$ cat src/rtl/core/rlmc_pkg.sv
package rlmc_pkg;

   localparam int BRIGHT_W     = 7;
   localparam int LEVEL_W      = 8;
   localparam int PCT_FULL     = 100;
   localparam int DUTY_FULL    = 255;
   localparam int BRIGHT_RESET = 50;

   // dynamic cycle bounds
   localparam logic [LEVEL_W-1:0] DYN_RED_MIN = 8'd50;
   localparam logic [LEVEL_W-1:0] DYN_RED_MAX = 8'd150;
   localparam logic [LEVEL_W-1:0] DYN_GB_MAX  = 8'd100;

   // reset colour
   localparam logic [LEVEL_W-1:0] RST_RED   = 8'd10;
   localparam logic [LEVEL_W-1:0] RST_GREEN = 8'd100;
   localparam logic [LEVEL_W-1:0] RST_BLUE  = 8'd150;

   // queue between front and back, depth at least 2
   localparam int Q_DEPTH = 2;
   localparam int QPTR_W  = $clog2(Q_DEPTH);
   localparam int QCNT_W  = $clog2(Q_DEPTH + 1);

   typedef enum logic [2:0] {
      OP_TICK   = 3'd0,
      OP_KEY    = 3'd1,
      OP_ON     = 3'd2,
      OP_OFF    = 3'd3,
      OP_MODE   = 3'd4,
      OP_COLOUR = 3'd5
   } opcode_type;

   typedef enum logic [1:0] {
      MODE_WHITE   = 2'd0,
      MODE_YELLOW  = 2'd1,
      MODE_STATIC  = 2'd2,
      MODE_DYNAMIC = 2'd3
   } mode_type;

   typedef enum logic [2:0] {
      KIND_NOP,
      KIND_TICK,
      KIND_KEY,
      KIND_ON,
      KIND_OFF,
      KIND_MODE,
      KIND_COLOUR
   } kind_type;

   typedef enum logic [2:0] {
      PH_RED_UP   = 3'd0,
      PH_GREEN_DN = 3'd1,
      PH_BLUE_UP  = 3'd2,
      PH_RED_DN   = 3'd3,
      PH_GREEN_UP = 3'd4,
      PH_BLUE_DN  = 3'd5
   } phase_type;

   typedef struct packed {
      kind_type            kind;
      mode_type            mode_sel;
      logic [LEVEL_W-1:0]  red;
      logic [LEVEL_W-1:0]  green;
      logic [LEVEL_W-1:0]  blue;
   } item_type;

   typedef logic [LEVEL_W-1:0] scale_lut_type [2**BRIGHT_W];

   // percent (capped at full) to duty, built at elaboration
   function automatic scale_lut_type build_scale_lut();
      scale_lut_type lut;
      int            p;
      for (int i = 0; i < 2**BRIGHT_W; i++) begin
         p = (i > PCT_FULL) ? PCT_FULL : i;
         lut[i] = LEVEL_W'((p * DUTY_FULL) / PCT_FULL);
      end
      return lut;
   endfunction

   localparam scale_lut_type SCALE_LUT = build_scale_lut();

endpackage

$ cat src/rtl/core/rlmc_if.sv
interface rlmc_req_if;
   logic       valid;
   logic       ready;
   logic [2:0] opcode;
   logic [1:0] mode_sel;
   logic [7:0] red_in;
   logic [7:0] green_in;
   logic [7:0] blue_in;

   modport source (output valid, opcode, mode_sel, red_in, green_in, blue_in, input ready);
   modport sink   (input valid, opcode, mode_sel, red_in, green_in, blue_in, output ready);
endinterface

interface rlmc_rsp_if;
   logic       valid;
   logic       ready;
   logic [7:0] red_pwm;
   logic [7:0] green_pwm;
   logic [7:0] blue_pwm;
   logic [7:0] white_pwm;
   logic [7:0] yellow_pwm;
   logic       lamp_is_on;
   logic [1:0] active_mode;

   modport source (output valid, red_pwm, green_pwm, blue_pwm, white_pwm, yellow_pwm,
                   lamp_is_on, active_mode, input ready);
   modport sink   (input valid, red_pwm, green_pwm, blue_pwm, white_pwm, yellow_pwm,
                   lamp_is_on, active_mode, output ready);
endinterface

interface rlmc_csr_if;
   logic       valid;
   logic       ready;
   logic [6:0] bright_pct;

   modport source (output valid, bright_pct, input ready);
   modport sink   (input valid, bright_pct, output ready);
endinterface

$ cat src/rtl/core/rlmc_front.sv
module rlmc_front
   import rlmc_pkg::*;
(
   rlmc_req_if.sink    req_bus,
   output logic        push_valid,
   output item_type    push_item,
   input  logic        push_ready
);

   always_comb begin
      push_item.mode_sel = mode_type'(req_bus.mode_sel);
      push_item.red      = req_bus.red_in;
      push_item.green    = req_bus.green_in;
      push_item.blue     = req_bus.blue_in;
      unique case (req_bus.opcode)
         OP_TICK:   push_item.kind = KIND_TICK;
         OP_KEY:    push_item.kind = KIND_KEY;
         OP_ON:     push_item.kind = KIND_ON;
         OP_OFF:    push_item.kind = KIND_OFF;
         OP_MODE:   push_item.kind = KIND_MODE;
         OP_COLOUR: push_item.kind = KIND_COLOUR;
         default:   push_item.kind = KIND_NOP;
      endcase
   end

   assign push_valid    = req_bus.valid;
   assign req_bus.ready = push_ready;

endmodule

$ cat src/rtl/core/rlmc_queue.sv
module rlmc_queue
   import rlmc_pkg::*;
(
   input  logic     clock,
   input  logic     reset,
   input  logic     push_valid,
   input  item_type push_item,
   output logic     push_ready,
   output logic     pop_valid,
   output item_type pop_item,
   input  logic     pop_ready
);

   item_type            entry_ff [Q_DEPTH];
   logic [QPTR_W-1:0]   wr_ptr_ff, wr_ptr_in;
   logic [QPTR_W-1:0]   rd_ptr_ff, rd_ptr_in;
   logic [QCNT_W-1:0]   count_ff, count_in;
   logic                push, pop;

   function automatic logic [QPTR_W-1:0] ptr_next(logic [QPTR_W-1:0] p);
      return (p == QPTR_W'(Q_DEPTH - 1)) ? '0 : p + 1'b1;
   endfunction

   assign push_ready = (count_ff != QCNT_W'(Q_DEPTH));
   assign pop_valid  = (count_ff != '0);
   assign pop_item   = entry_ff[rd_ptr_ff];
   assign push       = push_valid && push_ready;
   assign pop        = pop_valid && pop_ready;

   always_comb begin
      wr_ptr_in = push ? ptr_next(wr_ptr_ff) : wr_ptr_ff;
      rd_ptr_in = pop ? ptr_next(rd_ptr_ff) : rd_ptr_ff;
      count_in  = count_ff + QCNT_W'(push) - QCNT_W'(pop);
   end

   always_ff @(posedge clock) begin
      if (reset) begin
         wr_ptr_ff <= '0;
         rd_ptr_ff <= '0;
         count_ff  <= '0;
      end else begin
         wr_ptr_ff <= wr_ptr_in;
         rd_ptr_ff <= rd_ptr_in;
         count_ff  <= count_in;
      end
   end

   always_ff @(posedge clock) begin
      if (push) begin
         entry_ff[wr_ptr_ff] <= push_item;
      end
   end

endmodule

$ cat src/rtl/core/rlmc_back.sv
module rlmc_back
   import rlmc_pkg::*;
(
   input  logic               clock,
   input  logic               reset,
   input  logic               pop_valid,
   input  item_type           pop_item,
   output logic               pop_ready,
   input  logic [LEVEL_W-1:0] scaled_duty,
   rlmc_rsp_if.source         rsp_bus
);

   logic               on_ff, on_in;
   mode_type           mode_ff, mode_in;
   phase_type          phase_ff, phase_in;
   logic [LEVEL_W-1:0] red_ff, red_in, green_ff, green_in, blue_ff, blue_in;
   logic [LEVEL_W-1:0] pwm_r_ff, pwm_r_in, pwm_g_ff, pwm_g_in, pwm_b_ff, pwm_b_in;
   logic [LEVEL_W-1:0] pwm_w_ff, pwm_w_in, pwm_y_ff, pwm_y_in;
   logic               out_valid_ff, out_valid_in;
   logic               pop;
   logic               preset, sw, on_req, off_req, tick, colour;
   mode_type           tgt;

   assign pop_ready = !out_valid_ff || rsp_bus.ready;
   assign pop       = pop_valid && pop_ready;

   // classify the popped item against the current state
   always_comb begin
      preset  = 1'b0;
      sw      = 1'b0;
      on_req  = 1'b0;
      off_req = 1'b0;
      tick    = 1'b0;
      colour  = 1'b0;
      tgt     = MODE_WHITE;
      if (pop) begin
         unique case (pop_item.kind)
            KIND_TICK:   tick = on_ff && (mode_ff == MODE_DYNAMIC);
            KIND_ON:     on_req = 1'b1;
            KIND_OFF:    off_req = 1'b1;
            KIND_COLOUR: colour = 1'b1;
            KIND_MODE: begin
               sw  = 1'b1;
               tgt = pop_item.mode_sel;
            end
            KIND_KEY: begin
               if (!on_ff) begin
                  // turn on in white mode: dynamic leaves its preset behind
                  preset = (mode_ff == MODE_DYNAMIC);
                  sw     = 1'b1;
                  tgt    = MODE_WHITE;
               end else begin
                  unique case (mode_ff)
                     MODE_WHITE: begin
                        sw  = 1'b1;
                        tgt = MODE_YELLOW;
                     end
                     MODE_YELLOW: begin
                        sw  = 1'b1;
                        tgt = MODE_DYNAMIC;
                     end
                     MODE_DYNAMIC: begin
                        sw  = 1'b1;
                        tgt = MODE_STATIC;
                     end
                     default: off_req = 1'b1;
                  endcase
               end
            end
            default: ;
         endcase
      end
   end

   // carry out the action
   always_comb begin
      on_in    = on_ff;
      mode_in  = mode_ff;
      phase_in = phase_ff;
      red_in   = red_ff;
      green_in = green_ff;
      blue_in  = blue_ff;
      pwm_r_in = pwm_r_ff;
      pwm_g_in = pwm_g_ff;
      pwm_b_in = pwm_b_ff;
      pwm_w_in = pwm_w_ff;
      pwm_y_in = pwm_y_ff;

      if (preset) begin
         red_in   = DYN_RED_MIN;
         green_in = DYN_GB_MAX;
         blue_in  = '0;
         phase_in = PH_RED_UP;
      end
      if (colour) begin
         red_in   = pop_item.red;
         green_in = pop_item.green;
         blue_in  = pop_item.blue;
      end
      if (tick) begin
         // test old value, then step with 8-bit wrap
         case (phase_ff)
            PH_RED_UP: begin
               red_in = red_ff + 1'b1;
               if (red_ff >= DYN_RED_MAX) phase_in = PH_GREEN_DN;
            end
            PH_GREEN_DN: begin
               green_in = green_ff - 1'b1;
               if (green_ff <= 8'd1) phase_in = PH_BLUE_UP;
            end
            PH_BLUE_UP: begin
               blue_in = blue_ff + 1'b1;
               if (blue_ff >= DYN_GB_MAX) phase_in = PH_RED_DN;
            end
            PH_RED_DN: begin
               red_in = red_ff - 1'b1;
               if (red_ff <= DYN_RED_MIN + 8'd1) phase_in = PH_GREEN_UP;
            end
            PH_GREEN_UP: begin
               green_in = green_ff + 1'b1;
               if (green_ff >= DYN_GB_MAX) phase_in = PH_BLUE_DN;
            end
            PH_BLUE_DN: begin
               blue_in = blue_ff - 1'b1;
               if (blue_ff <= 8'd1) phase_in = PH_RED_UP;
            end
            default: ;
         endcase
         pwm_r_in = red_in;
         pwm_g_in = green_in;
         pwm_b_in = blue_in;
      end
      if (off_req || sw) begin
         pwm_r_in = '0;
         pwm_g_in = '0;
         pwm_b_in = '0;
         pwm_w_in = '0;
         pwm_y_in = '0;
         on_in    = 1'b0;
      end
      if (sw) begin
         mode_in = tgt;
      end
      if (on_req || sw) begin
         unique case (mode_in)
            MODE_WHITE:  pwm_w_in = scaled_duty;
            MODE_YELLOW: pwm_y_in = scaled_duty;
            MODE_STATIC: begin
               pwm_r_in = red_in;
               pwm_g_in = green_in;
               pwm_b_in = blue_in;
            end
            default: begin
               red_in   = DYN_RED_MIN;
               green_in = DYN_GB_MAX;
               blue_in  = '0;
               phase_in = PH_RED_UP;
            end
         endcase
         on_in = 1'b1;
      end

      out_valid_in = pop || (out_valid_ff && !rsp_bus.ready);
   end

   always_ff @(posedge clock) begin
      if (reset) begin
         on_ff        <= 1'b0;
         mode_ff      <= MODE_STATIC;
         phase_ff     <= PH_RED_UP;
         red_ff       <= RST_RED;
         green_ff     <= RST_GREEN;
         blue_ff      <= RST_BLUE;
         pwm_r_ff     <= '0;
         pwm_g_ff     <= '0;
         pwm_b_ff     <= '0;
         pwm_w_ff     <= '0;
         pwm_y_ff     <= '0;
         out_valid_ff <= 1'b0;
      end else begin
         on_ff        <= on_in;
         mode_ff      <= mode_in;
         phase_ff     <= phase_in;
         red_ff       <= red_in;
         green_ff     <= green_in;
         blue_ff      <= blue_in;
         pwm_r_ff     <= pwm_r_in;
         pwm_g_ff     <= pwm_g_in;
         pwm_b_ff     <= pwm_b_in;
         pwm_w_ff     <= pwm_w_in;
         pwm_y_ff     <= pwm_y_in;
         out_valid_ff <= out_valid_in;
      end
   end

   // result register, loaded with the state after each transaction
   always_ff @(posedge clock) begin
      if (pop) begin
         rsp_bus.red_pwm     <= pwm_r_in;
         rsp_bus.green_pwm   <= pwm_g_in;
         rsp_bus.blue_pwm    <= pwm_b_in;
         rsp_bus.white_pwm   <= pwm_w_in;
         rsp_bus.yellow_pwm  <= pwm_y_in;
         rsp_bus.lamp_is_on  <= on_in;
         rsp_bus.active_mode <= mode_in;
      end
   end

   assign rsp_bus.valid = out_valid_ff;

endmodule

$ cat src/rtl/core/rgb_lamp_mode_controller.sv
// channel   dir   handshake      payload
// req_bus   in    valid/ready    opcode, mode_sel, red_in, green_in, blue_in
// rsp_bus   out   valid/ready    red/green/blue/white/yellow_pwm, lamp_is_on, active_mode
// csr_bus   in    valid/ready    bright_pct (always ready)
//
// one transaction per cycle sustained while rsp_bus takes each result; a request is
// first written into the queue, then popped into the result register, and the
// result turns valid once it is in the result register
// the back end's state update bounds throughput
// synchronous active-high reset; no clearing pass, ready right after reset
// a stalled rsp_bus holds the result register, then the 2-entry queue fills,
// then req_bus.ready drops
module rgb_lamp_mode_controller
   import rlmc_pkg::*;
(
   input  logic        clock,
   input  logic        reset,
   rlmc_req_if.sink    req_bus,
   rlmc_rsp_if.source  rsp_bus,
   rlmc_csr_if.sink    csr_bus
);

   logic               push_valid, push_ready;
   item_type           push_item;
   logic               pop_valid, pop_ready;
   item_type           pop_item;
   logic [LEVEL_W-1:0] scaled_ff, scaled_in;

   // brightness is kept as its duty value, capped at full scale on write
   assign csr_bus.ready = 1'b1;

   always_comb begin
      scaled_in = scaled_ff;
      if (csr_bus.valid) begin
         scaled_in = SCALE_LUT[csr_bus.bright_pct];
      end
   end

   always_ff @(posedge clock) begin
      if (reset) begin
         scaled_ff <= SCALE_LUT[BRIGHT_W'(BRIGHT_RESET)];
      end else begin
         scaled_ff <= scaled_in;
      end
   end

   // front: decode opcode into an action kind
   rlmc_front u_front (
      .req_bus    (req_bus),
      .push_valid (push_valid),
      .push_item  (push_item),
      .push_ready (push_ready)
   );

   // short queue decouples decode from execution
   rlmc_queue u_queue (
      .clock      (clock),
      .reset      (reset),
      .push_valid (push_valid),
      .push_item  (push_item),
      .push_ready (push_ready),
      .pop_valid  (pop_valid),
      .pop_item   (pop_item),
      .pop_ready  (pop_ready)
   );

   // back: lamp state, colour cycle and pwm latches
   rlmc_back u_back (
      .clock       (clock),
      .reset       (reset),
      .pop_valid   (pop_valid),
      .pop_item    (pop_item),
      .pop_ready   (pop_ready),
      .scaled_duty (scaled_ff),
      .rsp_bus     (rsp_bus)
   );

`ifndef ASSERT_OFF
   // an off lamp never shows a lit channel
   a_off_dark: assert property (@(posedge clock) disable iff (reset)
      (rsp_bus.valid && !rsp_bus.lamp_is_on) |->
         (rsp_bus.red_pwm == '0 && rsp_bus.green_pwm == '0 && rsp_bus.blue_pwm == '0 &&
          rsp_bus.white_pwm == '0 && rsp_bus.yellow_pwm == '0))
      else $error("lamp off with nonzero pwm");

   // white mode lights only the white channel
   a_white_only: assert property (@(posedge clock) disable iff (reset)
      (rsp_bus.valid && rsp_bus.lamp_is_on && rsp_bus.active_mode == MODE_WHITE) |->
         (rsp_bus.red_pwm == '0 && rsp_bus.green_pwm == '0 && rsp_bus.blue_pwm == '0 &&
          rsp_bus.yellow_pwm == '0))
      else $error("white mode drives other channels");

   // yellow mode lights only the yellow channel
   a_yellow_only: assert property (@(posedge clock) disable iff (reset)
      (rsp_bus.valid && rsp_bus.lamp_is_on && rsp_bus.active_mode == MODE_YELLOW) |->
         (rsp_bus.red_pwm == '0 && rsp_bus.green_pwm == '0 && rsp_bus.blue_pwm == '0 &&
          rsp_bus.white_pwm == '0))
      else $error("yellow mode drives other channels");
`endif

endmodule
$ cat src/flat_wrapper.sv
// flat-port wrapper written by rule: the top's interface ports become plain ports
module rgb_lamp_mode_controller_flat import rlmc_pkg::*;
  (clock, reset, req_bus_valid, req_bus_opcode, req_bus_mode_sel, req_bus_red_in, req_bus_green_in, req_bus_blue_in, req_bus_ready, rsp_bus_valid, rsp_bus_red_pwm, rsp_bus_green_pwm, rsp_bus_blue_pwm, rsp_bus_white_pwm, rsp_bus_yellow_pwm, rsp_bus_lamp_is_on, rsp_bus_active_mode, rsp_bus_ready, csr_bus_valid, csr_bus_bright_pct, csr_bus_ready);
  rlmc_req_if req_bus_i ();
  rlmc_rsp_if rsp_bus_i ();
  rlmc_csr_if csr_bus_i ();
  input  logic clock;
  input  logic reset;
  input wire logic [$bits(req_bus_i.valid)-1:0] req_bus_valid;
  input wire logic [$bits(req_bus_i.opcode)-1:0] req_bus_opcode;
  input wire logic [$bits(req_bus_i.mode_sel)-1:0] req_bus_mode_sel;
  input wire logic [$bits(req_bus_i.red_in)-1:0] req_bus_red_in;
  input wire logic [$bits(req_bus_i.green_in)-1:0] req_bus_green_in;
  input wire logic [$bits(req_bus_i.blue_in)-1:0] req_bus_blue_in;
  output wire logic [$bits(req_bus_i.ready)-1:0] req_bus_ready;
  output wire logic [$bits(rsp_bus_i.valid)-1:0] rsp_bus_valid;
  output wire logic [$bits(rsp_bus_i.red_pwm)-1:0] rsp_bus_red_pwm;
  output wire logic [$bits(rsp_bus_i.green_pwm)-1:0] rsp_bus_green_pwm;
  output wire logic [$bits(rsp_bus_i.blue_pwm)-1:0] rsp_bus_blue_pwm;
  output wire logic [$bits(rsp_bus_i.white_pwm)-1:0] rsp_bus_white_pwm;
  output wire logic [$bits(rsp_bus_i.yellow_pwm)-1:0] rsp_bus_yellow_pwm;
  output wire logic [$bits(rsp_bus_i.lamp_is_on)-1:0] rsp_bus_lamp_is_on;
  output wire logic [$bits(rsp_bus_i.active_mode)-1:0] rsp_bus_active_mode;
  input wire logic [$bits(rsp_bus_i.ready)-1:0] rsp_bus_ready;
  input wire logic [$bits(csr_bus_i.valid)-1:0] csr_bus_valid;
  input wire logic [$bits(csr_bus_i.bright_pct)-1:0] csr_bus_bright_pct;
  output wire logic [$bits(csr_bus_i.ready)-1:0] csr_bus_ready;
  assign req_bus_i.valid = req_bus_valid;
  assign req_bus_i.opcode = req_bus_opcode;
  assign req_bus_i.mode_sel = req_bus_mode_sel;
  assign req_bus_i.red_in = req_bus_red_in;
  assign req_bus_i.green_in = req_bus_green_in;
  assign req_bus_i.blue_in = req_bus_blue_in;
  assign req_bus_ready = req_bus_i.ready;
  assign rsp_bus_valid = rsp_bus_i.valid;
  assign rsp_bus_red_pwm = rsp_bus_i.red_pwm;
  assign rsp_bus_green_pwm = rsp_bus_i.green_pwm;
  assign rsp_bus_blue_pwm = rsp_bus_i.blue_pwm;
  assign rsp_bus_white_pwm = rsp_bus_i.white_pwm;
  assign rsp_bus_yellow_pwm = rsp_bus_i.yellow_pwm;
  assign rsp_bus_lamp_is_on = rsp_bus_i.lamp_is_on;
  assign rsp_bus_active_mode = rsp_bus_i.active_mode;
  assign rsp_bus_i.ready = rsp_bus_ready;
  assign csr_bus_i.valid = csr_bus_valid;
  assign csr_bus_i.bright_pct = csr_bus_bright_pct;
  assign csr_bus_ready = csr_bus_i.ready;
  rgb_lamp_mode_controller u_core (.clock(clock), .reset(reset), .req_bus(req_bus_i), .rsp_bus(rsp_bus_i), .csr_bus(csr_bus_i));
endmodule
$ cat config.mk
export PLATFORM = sky130hd
export DESIGN_NAME = rgb_lamp_mode_controller_flat
export DESIGN_NICKNAME = d
export VERILOG_FILES = /design/src/rtl/core/rlmc_pkg.sv /design/src/rtl/core/rlmc_if.sv /design/src/rtl/core/rlmc_front.sv /design/src/rtl/core/rlmc_queue.sv /design/src/rtl/core/rlmc_back.sv /design/src/rtl/core/rgb_lamp_mode_controller.sv /design/src/flat_wrapper.sv
export SDC_FILE = /design/constraint.sdc
export NUM_CORES = 1
export LEC_CHECK = 0
export BUFFER_PORTS_ARGS = -buffer_cell sky130_fd_sc_hd__buf_2
export CAP_MARGIN = 20
export CORE_MARGIN = 5
export CORE_UTILIZATION = 60
export CTS_CLUSTER_SIZE = 16
export DETAILED_ROUTE_END_ITERATION = 6
export PLACE_DENSITY = 0.91
export REMOVE_ABC_BUFFERS = 1
export SLEW_MARGIN = 20
export SYNTH_ARGS = -nofsm -noshare
export SYNTH_HDL_FRONTEND = slang
export SYNTH_SLANG_ARGS = --single-unit
$ cat constraint.sdc
create_clock -name clock -period 3.6 [get_ports clock]
set_input_delay 0.36 -clock clock [delete_from_list [all_inputs] [get_ports clock]]
set_output_delay 0.36 -clock clock [all_outputs]
set_load 0.02 [all_outputs]
Word-level counts from Yosys, hierarchy flattened --
Memory sizes are Yosys's and may differ from the RTL's. A register that Yosys moved wholly into a read port is not among the register bits. Cells that the tools add are included.
Word-level totals: flip-flop bits (word level) 118, RAM bits 58, memory bits (read-only) 1024, input bits 41, logic and storage cells 157, memories 2
Operators by class: add/subtract/negate cells 10, $lt $le $gt $ge 6, eq/ne operators 21, mux-type cells 78, bitwise logic cells 1, reductions and logical operators 17
Memories:
- (no name shown) | words 128, bits a word 8, read ports 1, clocked after memory_dff 1, wr ports 0, line rgb_lamp_mode_controller.sv:35 | scaled_in = SCALE_LUT[csr_bus.bright_pct];
- u_core.u_queue.entry_ff | words 2, bits a word 29, read ports 1, clocked after memory_dff 1, wr ports 1, line rlmc_queue.sv:14 | item_type entry_ff [Q_DEPTH];
Operators by type and width (count):
- $mux W8 | 33
- $pmux W8 S2 | 3
- $pmux W3 S6 | 2
- $mux W3 | 10
- $add A8 B1 Y8 const B | 3
- $sub A8 B1 Y8 const B | 3
- $mux W1 | 23
- $eq A3 B3 Y1 const B | 7
- $eq A3 B2 Y1 const B | 6
- $ge A8 B7 Y1 const B | 2
- $le A8 B1 Y1 const B | 2
- $eq A3 B1 Y1 const B | 3
- $ge A8 B8 Y1 const B | 1
- $le A8 B6 Y1 const B | 1
- $not A7 Y8 | 1
- $logic_not A3 Y1 | 2
- $mux W2 | 3
- $pmux W2 S3 | 1
- $reduce_or A3 Y1 | 2
- $eq A2 B1 Y1 const B | 2
- $eq A2 B2 Y1 const B | 2
- $logic_and A1 B1 Y1 | 4
- $logic_not A2 Y1 | 2
- $logic_or A1 B1 Y1 | 4
- other kinds (8) | 11

Logic depth before layout (Yosys ltp) --
Gate-level depths: netlist (run 1).
depth after elaboration 11, gate-level depth with buffers 11, gate-level depth less buffers 9

Hierarchy --
From an unflattened synthesis (run 1), not the netlist that was laid out.
Second synthesis, totals: cell total of the unflattened synthesis 1082, area, all modules 10659.0 um^2
Modules (own cells, without submodules):
- rlmc_back | times used 1, cells each 741, area each 6657.6 um^2
- rlmc_queue | times used 1, cells each 119, area each 2346.0 um^2
- rgb_lamp_mode_controller | times used 1, cells each 189, area each 1410.1 um^2
- rlmc_front | times used 1, cells each 33, area each 245.2 um^2

Worst setup path after synthesis (run 1) --
OpenSTA, ideal clock, no wires.
kind reg2reg, start register u_core.u_queue.count_ff[1], end register u_core.u_queue.count_ff[1], setup time 128 ps, arrival time 2664 ps, data required time 3472 ps, path slack 808 ps, stages on the path, launching flop included 11, path buffers 1, period minus slack after synthesis 2792 ps, path through dfxtp_1 or2_2 clkbuf_1 nand2_1 inv_1 ha_1 inv_1 ha_1 xor2_1 xnor2_1 nor2_1
On the way: elaborated cells between the ends (all ways) 6, classes of those cells 2 x add/sub; 1 x eq/ne; 3 x reduce/logical
RTL lines:
- start: declaration | line rlmc_queue.sv:17 | logic [QCNT_W-1:0] count_ff, count_in;
- start signal: assignment | line rlmc_queue.sv:44 | count_ff <= count_in;
- $reduce_bool A2 Y1 | line rlmc_queue.sv:25 | assign pop_valid = (count_ff != '0);
- $logic_and A1 B1 Y1
- named net u_core.u_back.pop | line rlmc_back.sv:20 | logic pop;
- $sub A2 B1 Y2 | line rlmc_queue.sv:33 | count_in = count_ff + QCNT_W'(push) - QCNT_W'(pop);
The timed path passes the listed nets, and every way through them passes these cells. A chain may end at the register's enable or synchronous reset.

Worst setup path in the final report (run 1) --
start register u_core.u_back.phase_ff[1], end register u_core.u_back.rsp_bus.red_pwm[7], data pin
On the way: longest elaborated chain between the ends 6, elaborated cells between the ends (all ways) 8, classes of those cells 1 x eq/ne; 6 x mux; 1 x reduce/logical
RTL lines:
- start: declaration | line rlmc_back.sv:15 | phase_type phase_ff, phase_in;
- start signal: assignment | line rlmc_back.sv:183 | phase_ff <= phase_in;
- $eq A3 B2 Y1 / $logic_not A3 Y1 (equally long branches) | line rlmc_back.sv:102 | case (phase_ff)
- $pmux W8 S2 * | line rlmc_back.sv:102
- $mux W8 | line rlmc_back.sv:100 | if (tick) begin
- $mux W8 | line rlmc_back.sv:133 | if (off_req || sw) begin
- $mux W8 | line rlmc_back.sv:145 | unique case (mode_in)
- $mux W8 * | line rlmc_back.sv:144 | if (on_req || sw) begin
- named net u_core.u_back.pwm_r_in[7] | line rlmc_back.sv:17 | logic [LEVEL_W-1:0] pwm_r_ff, pwm_r_in, pwm_g_ff, pwm_g_in, pwm_b_ff, pwm_b_in;
- end signal: assignment | line rlmc_back.sv:199 | rsp_bus.red_pwm <= pwm_r_in;
- end: declaration | line rlmc_if.sv:25 | modport source (output valid, red_pwm, green_pwm, blue_pwm, white_pwm, yellow_pwm,
Mark *: on every way through the listed nets, which the timed path passes. The rest lies on a longest branch.

==> results of run 1 <==
[cell families (layout without fill, tap and decap cells)]
| family | count (synthesis) | after routing |
|---|---|---|
| adder cells (fa/ha/maj) | 29 | 29 |
| XOR/XNOR | 15 | 15 |
| AND/OR/NAND/NOR | 328 | 328 |
| AO/OA/AOI/OAI | 340 | 340 |
| multiplexers | 51 | 51 |
| buffers and inverters | 91 | 163 |
| flip-flops | 185 | 185 |
| other | 1 | 1 |
[power by group]
| part | leakage, µW | internal, µW | switching (µW) | total, µW |
|---|---|---|---|---|
| Sequential | 0.00165 | 2740 | 222 | 2960 |
| Combinational | 0.00242 | 722 | 1430 | 2150 |
| Clock | 0.000292 | 1110 | 793 | 1900 |
[synthesized netlist by cell type, drive strengths merged, types with 5 or more instances]
cell type and count:
nand3 48, dfxtp 84, edfxtp 101, a211oi 21, nor3b 9, nand2b 29, nor2 75, buf 23
o221ai 8, o211ai 16, xor2 8, mux2i 23, nand2 96, or3b 6, clkbuf 47, mux4 6
a211o 6, o21a 9, a2111oi 5, o22ai 18, a221oi 13, inv 18, o21ai 55, nor3 21
a311oi 12, a22oi 6, and2 7, a21oi 86, o2111ai 6, mux2 22, nor2b 9, o21bai 5
ha 27, xnor2 7, a31oi 13, a221o 7, o311ai 5, a21o 10
[state kept, by name (all words and copies together) (netlist names), 3 cells and up, named ones only]
name and count:
u_core.u_back.rsp_bus.blue_pwm 8, u_core.u_back.pwm_b_ff 8, u_core.scaled_ff 8, u_core.u_back.red_ff 8, u_core.u_back.rsp_bus.white_pwm 8, u_core.u_back.rsp_bus.green_pwm 8, u_core.u_back.green_ff 8, u_core.u_back.blue_ff 8
u_core.u_back.pwm_y_ff 8, u_core.u_back.pwm_w_ff 8, u_core.u_back.pwm_g_ff 8, u_core.u_back.rsp_bus.yellow_pwm 8, u_core.u_back.phase_ff 3, u_core.u_back.pwm_r_ff 8, u_core.u_back.rsp_bus.red_pwm 8, u_core.u_queue.entry_ff 58
[critical path, delay by kind of cell (launching register included)]
family | cells | cell delay (ns)
and+or+nand+nor | 2 | 0.35
adders and majority gates | 1 | 0.30
DFF | 1 | 0.65
muxes | 1 | 0.35
AOI/OAI and AO/OA | 4 | 0.80
buffers and inverters | 1 | 0.33
[layer usage]
layer  up-vias  wire length [µm]  track usage, %
met3       102              2860            6.71
met4         0              1050            12.5
met5         -                 0               0
met2       575             12500            42.2
met1      4171             10700            35.1
li1       4079                 -               -
[worst min path at each step]
stage                              startpoint                              to
finish                    req_bus_mode_sel[1]  u_core.u_queue.entry_ff[1][25]
floorplan                               reset       u_core.u_back.pwm_g_ff[4]
global placement    u_core.u_back.pwm_w_ff[5]       u_core.u_back.pwm_w_ff[5]
detailed placement  u_core.u_back.pwm_y_ff[3]       u_core.u_back.pwm_y_ff[3]
global route              req_bus_green_in[2]  u_core.u_queue.entry_ff[1][10]
CTS                         req_bus_red_in[7]  u_core.u_queue.entry_ff[1][23]
[metrics by stage]
stage	total power (µW)	hold WS, ns	std cells	TNS (ns)
2_1_floorplan	4340	0.422	970	-0.00644
3_3_place_gp	5030	0.463	1300	0
3_5_place_dp	5090	0.474	1300	0
4_1_cts	6980	0.104	1332	0
5_1_grt	7310	0.0969	1332	0
6_report	7010	0.112	1332	0
[cell type report]
class / count / area share, %
Clock inverter: 8 / 0.965
Multi-Input combinational cell: 764 / 44.9
Clock buffer: 24 / 4.32
Inverter: 21 / 0.691
Tap cell: 220 / 2.41
Sequential cell: 185 / 41.3
Timing Repair Buffer: 110 / 5.38
==> key figures, run 1 <==
Outcome
  – Status: complete, no violations

Worst setup path
  – Worst r2r path cells: 9
  – CP endpoint: u_core.u_back.rsp_bus.red_pwm[7]
  – Internal reg-to-reg setup slack: 0.65 ns
  – Critical path class: flip-flop to flip-flop
  – CP max FO: 17
  – Crit start category: flip-flop
  – Worst Setup End Kind: flip-flop
  – Worst r2r src: u_core.u_back.phase_ff[1]
  – Req. time, crit path: 3.86 ns
  – Worst path max stage delay: about 0.65 ns
  – CP max-delay cell: dfxtp_1
  – Critical Path, Cell by Cell: nand3b_1 -> inv_1 -> ha_1 -> a21oi_1 -> o211ai_1 -> nand2_1 -> mux2i_1 -> a31oi_1 -> o21ai_0
  – Endpoint of the worst-slack reg-to-reg timing path: u_core.u_back.rsp_bus.red_pwm[7]
  – Worst EP arrival: 3.22 ns
  – Crit path from: u_core.u_back.phase_ff[1]

Synth
  – Complex-gate fraction of the synthesized area: 23.5%
  – Distinct cells, synth: 85
  – Simple-Gate Fraction of Synth Area: 15.6%
  – Mux contribution to synthesized area: 6.03%
  – Syn Area/Cell: 9.83 µm²
  – Area share of xor/xnor cells in the synthesized design: under 10%
  – Main combinational cell family by area after synthesis: compound AO/OA/AOI/OAI gates
  – Cell Area, Synth: 0.0102 mm²
  – #FFs+latches synth: roughly 190
  – Post-synth EDFFs: 101
  – Adder-cell share of the synthesized area: between 3 and 4%
  – Asr flop ratio synth: 0%
  – Synth Instances: 1040
  – Seq/Total Area, Yosys: 46.1%
  – Post-synth top flop: edfxtp_1
  – Yosys warns: 0
  – Yosys top cell area share: 29.7%
  – Area contributors post-synth: edfxtp_1 30%, dfxtp_1 16%, a21oi_1 4.1%, nand2_1 3.5%, ha_1 3.3%
  – Post-synth top area cell: edfxtp_1

Finish
  – Area occupied by multi-input gates: between 0.005 and 0.006 mm²
  – Layout Utilization: 68.5%
  – Most frequent cells in the layout: 101 x edfxtp_1, 96 x nand2_1, 85 x buf_2, 83 x a21oi_1, 83 x dfxtp_1
  – Fin area: 0.0114 mm²
  – Final-stage net count: 1168
  – Layout cells sized above 1: 17.8%
  – Filler cells: around 1.2k
  – Area taken by flip-flops and latches: 0.00472 mm²
  – # diodes: 0
  – Most common cell after layout, fill and taps aside: edfxtp_1
  – Area Overhead vs Synth: 11.6%

STA
  – Tmin final: 2.95 ns
  – Rel. slew slack: 29.2%
  – Max Clk Rate: 0.339 GHz
  – Final max-slew violation count: 0
  – Final Skew: 0.00903 ns
  – Final setup margin: 0.646 ns
  – # setup viols final: 0
  – Post-route clock period utilization: 82.1%
  – RSZ-0062 raised after global routing: no
  – Worst slew pin tran: 1.06 ns
  – Endpoints failing hold: 0

Die
  – Die Y: between 100 and 150 µm
  – Ports: 87
  – Chip Width: roughly 140 µm
  – Core Region: 0.0166 mm²
  – Initial Utilization: 61.4%
  – Die ar.: 0.0198 mm²
  – Std cell rows: 47

Detailed routing
  – Wire length per cell: 20.4 µm
  – Detailed-route via count: 8927
  – Detailed Routing Iterations Pass 1: 6
  – WL final: 27100 µm
  – Remaining DRCs: 0
  – Vias per cell: 6.70
  – Final antenna-violating net count: 0
  – Initial DRC count: 1057

Global routing
  – Largest net degree at the start of global routing: 46
  – Gr usage total: between 20% and 30%
  – Vias in the first global route: 8505
  – Global route overflow: 0
  – First-pass GRT wire length: 43100 µm
  – Initial antenna violation count: 0

Clock tree
  – # Post-CTS Setup Buffers: 0
  – Post_cts resized: 0
  – Num CTS Buffers: 17
  – Clock transition at the registers of the reported paths: 0.07 ns
  – CTS tree: yes
  – H-Tree Depth: 4
  – Skew-Pair Late Insertion Delay: ~0.44 ns
  – Root Buffer: clkbuf_16
  – Post-CTS Hold Buffers: 0
  – # clock sinks: 185
  – Bufs on Longest Clock Path: 2

Power and ir drop
  – Pwr per Cell Area: 615 mW/mm²
  – Leak: 0.00436 µW
  – Maximum vdd drop: 0.498 mV

Placed design
  – Post-place setup slack: 0.739 ns
  – Port bufs: 85
  – Placer Congestion: 0.942
  – Post-DP HPWL: roughly 18000 µm
  – Placed Area: 0.0108 mm²

Flow run
  – MaxCap Viol Count: 0

Hold path
  – Hold depth: 1
  – Hold Path Class: input pin to flip-flop
No activity file was read; power rests on OpenSTA's default activity.
==> inputs of run 2 (changes only) <==
--- a/config.mk
+++ b/config.mk
@@ -8,10 +8,10 @@
 export BUFFER_PORTS_ARGS = -buffer_cell sky130_fd_sc_hd__buf_2
 export CAP_MARGIN = 20
 export CORE_MARGIN = 5
-export CORE_UTILIZATION = 60
+export CORE_UTILIZATION = 55
 export CTS_CLUSTER_SIZE = 16
 export DETAILED_ROUTE_END_ITERATION = 6
-export PLACE_DENSITY = 0.91
+export PLACE_DENSITY = 0.88
 export REMOVE_ABC_BUFFERS = 1
 export SLEW_MARGIN = 20
 export SYNTH_ARGS = -nofsm -noshare
==> constraint.sdc (replaced) <==
create_clock -name clock -period 2.6 [get_ports clock]
set_input_delay 0.26 -clock clock [delete_from_list [all_inputs] [get_ports clock]]
set_output_delay 0.26 -clock clock [all_outputs]
set_load 0.02 [all_outputs]
==> key figures, run 2 (synthesized netlist as in run 1, its figures left out) <==
Hold path
  – Worst hold start: req_bus_blue_in[2]
  – Hold endpoint: u_core.u_queue.entry_ff[1][2]
  – Hold Path Class: input pin to flip-flop
  – Hold depth: 1

Clock tree
  – Clock transition at the registers of the reported paths: 0.07 ns
  – Skew-Pair Late Insertion Delay: 0.44 ns
  – CTS tree: yes
  – Bufs on Longest Clock Path: 2
  – Num CTS Buffers: 17
  – # clock sinks: 185
  – H-Tree Depth: 4
  – Root Buffer: clkbuf_16

Detailed routing
  – WL final: a little under 30000 µm
  – Vias per cell: 6.51
  – Detailed-route via count: 9295
  – Wire length per cell: ~20 µm
  – Final antenna-violating net count: 0
  – Initial DRC count: 988
  – Detailed Routing Iterations Pass 1: 5
  – Remaining DRCs: 0

Global routing
  – Initial antenna violation count: 1
  – Largest net degree at the start of global routing: 46
  – Global route overflow: 0
  – First-pass GRT wire length: 45900 µm
  – Vias in the first global route: between 8k and 9k
  – Gr usage total: around a quarter

Power and ir drop
  – Clock share of power: 26.3%
  – Internal: 6520 µW
  – Sw Share: 35.3%
  – Maximum vdd drop: between 0.5 and 0.6 mV
  – Leak: 0.00482 µW
  – Net load switching power: around 3600 µW
  – Total power: around 10000 µW
  – Part of the power in registers: 40.5%
  – Pwr per Cell Area: 819 mW/mm²
  – Comb pwr share: 33.2%

STA
  – Endpoints failing hold: 0
  – RSZ-0062 raised after global routing: yes
  – Post-route clock period utilization: 103%
  – Worst slew pin tran: 0.666 ns
  – # setup viols final: 2
  – Total negative slack: -0.0859 ns
  – Max Clk Rate: around 0.37 GHz
  – Hold WS: 0.0136 ns
  – Rel. slew slack: 55.6%
  – Tmin final: between 2 and 3 ns
  – Final setup margin: -0.0750 ns
  – Final max-slew violation count: 0
  – Final Skew: about 0.012 ns

Placed design
  – Dpl cells: ~1.4k
  – Post-place setup slack: -0.0501 ns
  – Port bufs: 85
  – Post-DP HPWL: 19500 µm
  – Placer Congestion: 0.933

Worst setup path
  – Worst r2r src: u_core.u_queue.entry_ff[1][26]
  – Internal reg-to-reg setup slack: -0.07 ns
  – Critical path buffers and inverters: 1
  – CP max-delay cell: or4_4
  – Top cell family by delay on the critical path: compound AO/OA/AOI/OAI gates
  – Req. time, crit path: 2.77 ns
  – Worst path max stage delay: ~0.56 ns
  – Crit path from: u_core.u_queue.entry_ff[1][26]
  – Crit start category: flip-flop
  – Worst EP arrival: 2.85 ns
  – Worst Setup End Kind: flip-flop
  – Worst r2r path cells: 7
  – Endpoint of the worst-slack reg-to-reg timing path: u_core.u_back.rsp_bus.blue_pwm[2]
  – CP max FO: 10
  – Critical Path, Cell by Cell: mux2_4 -> or4_4 -> a221oi_4 -> buf_4 -> a21o_4 -> mux2i_2 -> a211oi_1
  – Critical path class: flip-flop to flip-flop

Die
  – Chip Width: 146 µm
  – Core Region: 0.0181 mm²
  – Die Y: 146 µm
  – Die ar.: approximately 0.021 mm²
  – Ports: 87
  – Std cell rows: 49
  – Initial Utilization: 56.3%

Outcome
  – Failing checks: negative setup slack
  – Status: finished with violations

Flow run
  – MaxCap Viol Count: 0

Finish
  – Largest register FFs: 58
  – Most frequent cells in the layout: 101 x edfxtp_1, 96 x nand2_1, 86 x buf_4, 85 x buf_2, 83 x dfxtp_1
  – Area Overhead vs Synth: 20.4%
  – Filler cells: roughly 1.4k
  – Final-stage net count: 1254
  – Most common cell after layout, fill and taps aside: edfxtp_1
  – Top reg by flops: u_core.u_queue.entry_ff
  – Final Non-Filler Cells: 1428
  – Layout cells sized above 1: 24.1%
==> run 2: metrics by stage <==
step	area [µm²]	utilization (%)
finish	12300	67.9
global route	12300	67.9
CTS	12100	66.9
detailed placement	11300	62.4
global placement	11300	62.4
floorplan	9910	-
==> run 2: worst max-delay path by stage <==
stage	cells after the start	to	slack [ns]
global placement	7	u_core.u_back.rsp_bus.blue_pwm[2]	0.03
global route	7	u_core.u_back.rsp_bus.blue_pwm[2]	-0.13
CTS	10	u_core.u_back.rsp_bus.red_pwm[1]	-0.01
floorplan	6	u_core.u_back.rsp_bus.green_pwm[4]	-1.01
finish	7	u_core.u_back.rsp_bus.blue_pwm[2]	-0.07
detailed placement	8	u_core.u_back.pwm_g_ff[3]	-0.05
==> run 2: power groups by stage <==
stage / registers, µW / clock network (µW) / logic [µW]
4_1_cts: 4070 / 2670 / 3210
3_5_place_dp: 4130 / 0 / 3140
5_1_grt: 4120 / 2800 / 3580
3_3_place_gp: 4110 / 0 / 3070
2_1_floorplan: 4490 / 0 / 1520
6_report: 4090 / 2650 / 3350
==> run 2: layout make-up <==
type	count	area, µm²	share of cell area [%]
diodes	1	2.50	0.0203
clock buffers	20	467	3.79
clock inverters	12	141	1.15
inverters	21	78.8	0.640
multi-input cells	764	5230	42.5
flip-flops and latches	185	4720	38.3
well taps	229	287	2.33
repair buffers	196	1390	11.3
==> run 2: what timing repair did <==
| action | in CTS | in global routing |
|---|---|---|
| hold buffers | 16 | 1 |
| buffers inserted | 3 | 6 |
| gates resized for setup | 5 | 26 |
| pin swaps | 2 | 11 |
| setup endpoints to repair | 10 | 52 |
| cloned | 0 | 1 |
| hold endpoints to repair | 31 | 2 |
==> run 2: per-layer routing <==
layer  part of all wire, %  vias to the layer above  GRT usage [%]
met5                     0                        -              0
met4                   3.6                        0           10.9
met3                   8.8                       87           4.46
met2                    47                      562           43.0
met1                    41                     4383           35.1
li1                      -                     4263              -
